### src/rtl/core/hpq_pkg.sv
// Shared types and codes for the heap priority queue.
// No dependencies; imported by hpq_ctrl and max_priority_queue_heap.
package hpq_pkg;

  localparam int unsigned DATA_W  = 32;
  localparam int unsigned MODE_W  = 2;
  localparam int unsigned STAT_W  = 2;
  localparam int unsigned TOTAL_W = 8;

  localparam logic [MODE_W-1:0] MODE_INSERT = 2'd0;
  localparam logic [MODE_W-1:0] MODE_REMOVE = 2'd1;
  localparam logic [MODE_W-1:0] MODE_PEEK   = 2'd2;

  localparam logic [STAT_W-1:0] ST_DONE  = 2'd0;
  localparam logic [STAT_W-1:0] ST_EMPTY = 2'd1;
  localparam logic [STAT_W-1:0] ST_FULL  = 2'd2;

  typedef struct packed {
    logic signed [DATA_W-1:0] result_value;
    logic [STAT_W-1:0]        status;
    logic [TOTAL_W-1:0]       entry_total;
  } res_t;

endpackage

### src/rtl/core/hpq_ctrl.sv
// Heap sequencer: sift-up and sift-down over the storage with one shared
// signed comparator. Depends on hpq_pkg.
module hpq_ctrl #(
  parameter int unsigned CAPACITY = 128,
  parameter int unsigned AW       = 8
) (
  input  logic                              clk,
  input  logic                              rst,
  input  logic                              start,
  input  logic [hpq_pkg::MODE_W-1:0]        mode,
  input  logic signed [hpq_pkg::DATA_W-1:0] value,
  output logic                              idle,
  output logic                              res_valid,
  output hpq_pkg::res_t                     res,
  input  logic                              res_take,
  output logic                              we,
  output logic [AW-1:0]                     waddr,
  output logic [hpq_pkg::DATA_W-1:0]        wdata,
  output logic [AW-1:0]                     raddr,
  input  logic [hpq_pkg::DATA_W-1:0]        rdata
);
  import hpq_pkg::*;

  localparam int unsigned KW = AW + 1;
  localparam logic [AW-1:0] FULL_CNT = AW'(CAPACITY);
  localparam logic [AW-1:0] ROOT     = AW'(1);

  localparam logic [3:0] S_IDLE    = 4'd0;
  localparam logic [3:0] S_UP      = 4'd1;
  localparam logic [3:0] S_UP_CMP  = 4'd2;
  localparam logic [3:0] S_PEEK    = 4'd3;
  localparam logic [3:0] S_RM_TOP  = 4'd4;
  localparam logic [3:0] S_RM_LAST = 4'd5;
  localparam logic [3:0] S_DN      = 4'd6;
  localparam logic [3:0] S_DN_K0   = 4'd7;
  localparam logic [3:0] S_DN_K1   = 4'd8;
  localparam logic [3:0] S_DN_CMP  = 4'd9;
  localparam logic [3:0] S_RES     = 4'd10;

  logic [3:0]        state;
  logic [AW-1:0]     cnt;
  logic [AW-1:0]     idx;
  logic [KW-1:0]     kid;
  logic [DATA_W-1:0] val;
  logic [DATA_W-1:0] best;
  logic [AW-1:0]     best_idx;
  logic [DATA_W-1:0] top;

  logic [DATA_W-1:0] cmp_a;
  logic [DATA_W-1:0] cmp_b;
  logic              gt;
  logic              kid_over;
  logic              kid_lt;

  assign idle      = (state == S_IDLE);
  assign res_valid = (state == S_RES);
  assign kid_over  = kid > {1'b0, cnt};
  assign kid_lt    = kid < {1'b0, cnt};

  // Shared comparator: operands follow the step in progress
  always_comb begin
    cmp_a = val;
    cmp_b = rdata;
    case (state)
      S_DN_K1: begin
        cmp_a = rdata;
        cmp_b = best;
      end
      S_DN_CMP: begin
        cmp_a = best;
        cmp_b = val;
      end
      default: ;
    endcase
  end

  assign gt = $signed(cmp_a) > $signed(cmp_b);

  always_comb begin
    we    = 1'b0;
    waddr = idx;
    wdata = val;
    raddr = ROOT;
    case (state)
      S_UP: begin
        if (idx == ROOT) begin
          we = 1'b1;
        end else begin
          raddr = idx >> 1;
        end
      end
      S_UP_CMP: begin
        we    = 1'b1;
        wdata = gt ? rdata : val;
      end
      S_RM_TOP: raddr = cnt;
      S_DN: begin
        if (kid_over) begin
          we = 1'b1;
        end else begin
          raddr = kid[AW-1:0];
        end
      end
      S_DN_K0: raddr = kid[AW-1:0] + AW'(1);
      S_DN_CMP: begin
        we    = 1'b1;
        wdata = gt ? best : val;
      end
      default: ;
    endcase
  end

  always_ff @(posedge clk) begin
    if (rst) begin
      state <= S_IDLE;
      cnt   <= '0;
    end else begin
      case (state)
        S_IDLE: begin
          if (start) begin
            if (mode == MODE_INSERT) begin
              if (cnt == FULL_CNT) begin
                res   <= '{result_value: '0, status: ST_FULL, entry_total: TOTAL_W'(cnt)};
                state <= S_RES;
              end else begin
                cnt   <= cnt + AW'(1);
                idx   <= cnt + AW'(1);
                val   <= value;
                state <= S_UP;
              end
            end else if (cnt == '0) begin
              res   <= '{result_value: '0, status: ST_EMPTY, entry_total: '0};
              state <= S_RES;
            end else if (mode == MODE_REMOVE) begin
              state <= S_RM_TOP;
            end else begin
              state <= S_PEEK;
            end
          end
        end
        S_PEEK: begin
          res   <= '{result_value: rdata, status: ST_DONE, entry_total: TOTAL_W'(cnt)};
          state <= S_RES;
        end
        S_UP: begin
          if (idx == ROOT) begin
            res   <= '{result_value: '0, status: ST_DONE, entry_total: TOTAL_W'(cnt)};
            state <= S_RES;
          end else begin
            state <= S_UP_CMP;
          end
        end
        S_UP_CMP: begin
          if (gt) begin
            // parent moved down; climb one level
            idx   <= idx >> 1;
            state <= S_UP;
          end else begin
            res   <= '{result_value: '0, status: ST_DONE, entry_total: TOTAL_W'(cnt)};
            state <= S_RES;
          end
        end
        S_RM_TOP: begin
          top   <= rdata;
          cnt   <= cnt - AW'(1);
          state <= S_RM_LAST;
        end
        S_RM_LAST: begin
          val   <= rdata;
          idx   <= ROOT;
          kid   <= KW'(2);
          state <= S_DN;
        end
        S_DN: begin
          if (kid_over) begin
            res   <= '{result_value: top, status: ST_DONE, entry_total: TOTAL_W'(cnt)};
            state <= S_RES;
          end else begin
            state <= S_DN_K0;
          end
        end
        S_DN_K0: begin
          best     <= rdata;
          best_idx <= kid[AW-1:0];
          state    <= kid_lt ? S_DN_K1 : S_DN_CMP;
        end
        S_DN_K1: begin
          // right child wins only when strictly larger
          if (gt) begin
            best     <= rdata;
            best_idx <= kid[AW-1:0] + AW'(1);
          end
          state <= S_DN_CMP;
        end
        S_DN_CMP: begin
          if (gt) begin
            idx   <= best_idx;
            kid   <= {best_idx, 1'b0};
            state <= S_DN;
          end else begin
            res   <= '{result_value: top, status: ST_DONE, entry_total: TOTAL_W'(cnt)};
            state <= S_RES;
          end
        end
        S_RES: begin
          if (res_take) begin
            state <= S_IDLE;
          end
        end
        default: state <= S_IDLE;
      endcase
    end
  end

  a_cnt_range: assert property (@(posedge clk) disable iff (rst)
    cnt <= FULL_CNT)
    else $error("entry count above capacity");

  // removing the last entry rewrites the root slot after the count reaches zero
  a_waddr_range: assert property (@(posedge clk) disable iff (rst)
    we |-> (waddr != '0) && ((waddr <= cnt) || (waddr == ROOT)))
    else $error("write outside live heap slots");

  a_full_refuse: assert property (@(posedge clk) disable iff (rst)
    idle && start && (mode == MODE_INSERT) && (cnt == FULL_CNT)
      |=> res_valid && (res.status == ST_FULL) && (cnt == FULL_CNT))
    else $error("insert into full queue not refused");

  a_cnt_step: assert property (@(posedge clk) disable iff (rst)
    !idle && !$past(rst) |-> (cnt == $past(cnt)) || (cnt == $past(cnt) - AW'(1))
      || (cnt == $past(cnt) + AW'(1)))
    else $error("entry count moved by more than one");

endmodule

### config.mk
export PLATFORM = sky130hd
export DESIGN_NAME = hpq_ctrl
export DESIGN_NICKNAME = d
export VERILOG_FILES = /design/src/rtl/core/hpq_pkg.sv /design/src/rtl/core/hpq_ctrl.sv
export SDC_FILE = /design/constraint.sdc
export NUM_CORES = 1
export LEC_CHECK = 0
export BUFFER_PORTS_ARGS = -buffer_cell sky130_fd_sc_hd__clkbuf_2
export CORE_ASPECT_RATIO = 1.25
export CORE_MARGIN = 3
export CORE_UTILIZATION = 35
export DETAILED_ROUTE_END_ITERATION = 6
export SYNTH_ARGS = -nofsm -noshare
export SYNTH_HDL_FRONTEND = slang
export SYNTH_SLANG_ARGS = --single-unit
### constraint.sdc
create_clock -name clk -period 14.6 [get_ports clk]
set_input_delay 0.73 -clock clk [delete_from_list [all_inputs] [get_ports clk]]
set_output_delay 0.73 -clock clk [all_outputs]
set_load 0.02 [all_outputs]
; ---- Yosys cells after proc, flatten, opt, wreduce, memory -nomap -nowiden
; Index checks and enable logic that the tools add are counted.
[totals]
register_bits = 175
wordCells = 111
in_bits = 70
out_inout_bits = 93
[op_classes]
n_reduce_logical = 18
muxes = 49
bitwise_logic = 1
n_eq_ne = 26
n_lt_le_gt_ge = 3
n_addsub = 3
[op_table]
columns = operator, count
row1 = $mux W42, 8
row2 = $pmux W32 S2, 5
row3 = $pmux W42 S6, 1
row4 = $mux W32, 6
row5 = $pmux W8 S4, 2
row6 = $mux W8, 7
row7 = $pmux W4 S11, 1
row8 = $mux W4, 9
row9 = $gt A32 B32 Y1, 1
row10 = $pmux W8 S2, 2
row11 = $ne A2 B2 Y1 const B, 9
row12 = $pmux W9 S2, 1
row13 = $add A8 B1 Y8 const B, 2
row14 = $eq A4 B3 Y1 const B, 4
row15 = $eq A4 B4 Y1 const B, 3
row16 = $gt A9 B8 Y1, 1
row17 = $lt A9 B8 Y1, 1
row18 = $mux W9, 1
row19 = $reduce_and A9 Y1, 1
row20 = $eq A4 B2 Y1 const B, 2
row21 = $eq A8 B1 Y1 const B, 1
row22 = $eq A8 B8 Y1 const B, 1
row23 = $logic_not A8 Y1, 1
row24 = $reduce_bool A2 Y1, 4
row25 = other kinds (21), 26

; ---- Depth between registers and ports, before layout
[logic_depth]
depth_word = 6
depth_mapped = 17
ltp_nobuf = 12

; ---- Least setup slack after synthesis
; OpenSTA, ideal clock, no wires.
[synth_timing]
kind = reg2reg
startpoint = register state[0]
endpoint = register best[0] (enable)
arrival_ns = 5.373
path_buffers = 3
stages_incl_launch_ff = 13
t_required_ns = 14.149
setup_time_ns = 0.451
period_less_slack_ns = 5.824
setup_slack_ns = 8.776
cell_sequence = dfxtp_1 > clkbuf_1 > buf_2 > buf_1 > mux2i_1 > a21oi_1 > ha_1 > nand4_2 > nor3_1 > a221oi_1 > a21oi_1 > or4b_2 > a21oi_1
[synth_between]
elab_chain_len = 5
elab_cells_between_ends = 9
cone_classes = order compare: 1 / eq/ne: 4 / mux: 2 / reduce/logical: 2
[synth_lines]
columns = element, line
row1 = start: declaration, hpq_ctrl.sv:40  ; logic [3:0] state;
row2 = start signal: assignment, hpq_ctrl.sv:185  ; state <= kid_lt ? S_DN_K1 : S_DN_CMP;
row3 = $eq A4 B4 Y1 (on tied branches), "hpq_ctrl.sv:64, hpq_ctrl.sv:118"
row4 = $pmux W32 S2, hpq_ctrl.sv:64  ; case (state)
row5 = $gt A32 B32 Y1, hpq_ctrl.sv:77  ; assign gt = $signed(cmp_a) > $signed(cmp_b);
row6 = $ne A2 B2 Y1 (no line), -
row7 = $reduce_and A3 Y1 (no line) *, -
row8 = end signal: assignment, hpq_ctrl.sv:183  ; best <= rdata;
row9 = end signal: assignment, hpq_ctrl.sv:190  ; best <= rdata;
row10 = end: declaration, hpq_ctrl.sv:45  ; logic [DATA_W-1:0] best;
; Mark *: on every way between the ends. The rest lies on a longest branch, timed or not.
; A chain may end at the register's enable or synchronous reset.

; ---- Worst setup path in the final report
[layout_timing]
startpoint = register state[3]
endpoint = output port wdata[23] (netlist name)
[layout_between]
elab_chain_len = 5
elab_cells_between_ends = 9
cone_classes = order compare: 1 / eq/ne: 3 / mux: 5
[layout_lines]
columns = element, line
row1 = $eq A4 B4 Y1 (on tied branches), "hpq_ctrl.sv:64, hpq_ctrl.sv:84"
row2 = $pmux W32 S2, hpq_ctrl.sv:64
row3 = $gt A32 B32 Y1, hpq_ctrl.sv:77
row4 = $mux W32 (on tied branches), "hpq_ctrl.sv:107, hpq_ctrl.sv:94"
row5 = $pmux W32 S2 *, hpq_ctrl.sv:84  ; case (state)
row6 = end: declaration, hpq_ctrl.sv:18  ; output logic [hpq_pkg::DATA_W-1:0] wdata,
; Marks and branches as above.

==> reports/results.ini <==
[cts]
cts-htree-levels = 4
cts_buffer_depth = 2
cts_hold_buf = 0
cts_tree = yes
cts.clk_slew.worst_paths_ns = 0.07
cts_resized = 0
clock_latency_ns = 0.44
ctsRootBufferMaster = clkbuf_16
cts.sinks = 174
cts_inserted_buffers = 17
post_cts_buffers = 0

[floorplanning]
dieArea_mm2 = 0.0310
die_x_um = 158
start_util = 0.355
rows = 69
pin_count = 163
core_mm2 = 0.0285
die_h_um = 196

[timing]
finClkSkew_ns = 0.0132
fin_hold_ws_ns = 0.530
relSlewSlack = 0.152
slew_violations = 0
worst_pin_slew_ns = 1.26
setup_violations = 0
fin_crit_ns = 6.10
final-hold-violation-count = 0
max_freq_mhz = 164
post-route-period-util = 0.418
tns_ns = 0
rsz0062_at_grt = no

[final_layout]
diodes = 0
fin_nets = 1123
fin_cells = 1380
final_layout_size_suffix_gt1_frac = 0.281
area_growth_pct = 16.6

[min_path]
hp-class = reg2reg
min-delay-start = top[16]

[pwr]
p_leak_nw = 4.19
power_density_mw_per_mm2 = 186
peakVddDrop_mv = 0.128

[setup_path]
cp-start-kind = flip-flop
path_class = reg2out
worst_ep_required_time_ns = 13.87
critPathMaxFanout = 128
rr_startpoint = state[3]
crit_path_end_kind = primary output
cp-startpoint = state[3]
worstPathArrival_ns = 5.37

[global_routing]
use_met1 = 0.236
grt_max_degree = 129
overflow = 0
grt_pass1_vias = 7491
grtUsageMet3 = 0.0344
grt_usage = 0.177
grt_pass1_wl_um = 42600
antenna_found_initial = 0
use_met2 = 0.293
grt_busiest_layer = met2

[job]
max_cap_viol_count = 0

[drt]
dr.pass1.iters = 5
drt_iter0_markers = 534
vias_per_cell = 5.53
drc = 0
wl_um = 27300
via_count = 7627
ant_nets = 0
wire_per_inst_um = 19.8

[logic_synthesis]
async_reset_ff_frac = 0
syn_inst = 886
synth-edff-count = 162
ys.flop_type = edfxtp_1
netlist_area_mm2 = 0.0101
yosysTopAreaCellShare = 0.481
synth.distinct_cells = 66
yosysTopAreaCell = edfxtp_1
synth_fp_nets = 997
yosys_warnings = 0
ys_ff_latch = 174
yosys-top-cells-area = edfxtp_1, mux2i_1, ha_1
ys_seq_area_frac = 0.504
syn_area_per_cell_um2 = 11.4

[place]
gp_congestion = 0.906
port_buffers = 162
place_hpwl_um = 18400
placed_cells = 1348

[outcome]
status = finished clean

## critical path: stages, from the launching register on
cell,delay [ns]
dfxtp_1,0.64
inv_1,0.22
nor2_4,0.14
buf_4,0.82
o21ai_0,0.23
ha_1,0.36
a21oi_1,0.12
o21ai_0,0.15
a221oi_1,0.36
a21oi_1,0.19
or3_2,0.97
o2bb2ai_1,0.45
clkbuf_2,0.23
## per-layer routing
layer / vias up / share of wire / wire, µm
met5: - / 0 / 0
met4: 0 / 0.017 / 457
met3: 28 / 0.055 / 1490
met2: 230 / 0.49 / 13500
met1: 3706 / 0.43 / 11800
li1: 3663 / - / -
## report_power, final
| group | switching (mW) | total, mW | internal [mW] |
|---|---|---|---|
| Combinational | 0.657 | 0.997 | 0.340 |
| Sequential | 0.0703 | 0.722 | 0.651 |
| Clock | 0.210 | 0.483 | 0.272 |
| Total | 0.937 | 2.20 | 1.26 |
## layout make-up
type / count / area [µm²]
clock inverters: 15 / 183
fillers: 2743 / 16700
inverters: 22 / 82.6
well taps: 355 / 444
multi-input cells: 628 / 4690
repair buffers: 169 / 863
clock buffers: 17 / 425
flip-flops and latches: 174 / 5110
## metrics by stage
step | area [µm²] | total power [mW] | utilization | setup WS (ns)
CTS | 11800 | 2.22 | 0.414 | 8.52
floorplan | 10100 | 1.47 | - | 8.78
global route | 11800 | 2.35 | 0.414 | 8.03
detailed placement | 11200 | 1.73 | 0.393 | 8.91
global placement | 11200 | 1.72 | 0.393 | 9.14
finish | 11800 | 2.20 | 0.414 | 8.50
## cells in the mapped netlist (all sizes together), types with 2 or more instances
| cell | number |
|---|---|
| nand2b | 6 |
| and2 | 10 |
| o22ai | 7 |
| or2 | 4 |
| buf | 19 |
| or4 | 3 |
| a221oi | 2 |
| a21oi | 71 |
| nor3b | 2 |
| clkbuf | 43 |
| o221a | 2 |
| nand3 | 12 |
| nor4b | 2 |
| mux2 | 32 |
| xnor2 | 12 |
| and3 | 3 |
| o21ai | 61 |
| edfxtp | 162 |
| a22o | 32 |
| a31oi | 2 |
| mux2i | 65 |
| o22a | 2 |
| nor2b | 2 |
| o2bb2ai | 33 |
| ha | 41 |
| o21a | 2 |
| or3 | 2 |
| nand2 | 65 |
| a22oi | 41 |
| inv | 22 |
| dfxtp | 12 |
| a211oi | 4 |
| nand4 | 11 |
| nor3 | 4 |
| o211ai | 4 |
| nor2 | 71 |
| nor4 | 4 |
## path summary, 6_finish.rpt
check	endpoint	slack (ns)	cells after the start
setup / recovery	wdata[23]	8.50	12
hold / removal	res[26]	0.53	1
setup reg to reg	waddr[2]	8.77	11
hold reg to reg	res[26]	0.53	1
## cells in the final DEF (no fill, tap or decap), types with 4 or more instances in the layout
cell type	Yosys	routed
a22o_1	32	32
inv_1	22	22
nor2_1	70	66
clkbuf_16	0	17
nor2_4	0	4
nor3_1	4	4
nand4_1	9	9
o2bb2ai_2	30	30
mux2_2	32	32
a22oi_1	41	41
inv_6	0	5
nand2_1	65	65
and2_1	9	9
nand2b_1	6	5
ha_1	41	41
a211oi_1	4	4
clkbuf_2	0	162
dfxtp_1	12	11
a21oi_1	70	68
o21ai_0	61	61
nand3_1	12	12
mux2i_1	65	65
xnor2_1	12	12
o22ai_1	6	5
buf_4	1	7
edfxtp_1	162	162
## flip-flops by register name, summed over array words and instances (netlist names)
register	cells
res	42
best	32
top	32
val	32
best_idx	8
cnt	8
kid	8
waddr	8
state	4
## kinds of logic (layout without fill, tap and decap cells)
logic type | count (synthesis) | in the layout | share of synthesized area
simple gates | 203 | 203 | 0.0957
mux | 97 | 97 | 0.0999
fa+ha+maj | 41 | 41 | 0.0507
buf+inv | 84 | 223 | 0.0380
compound gates | 274 | 274 | 0.200
xor+xnor | 13 | 13 | 0.0112
flops | 174 | 174 | 0.504
Power figures use the tool's default switching activity.
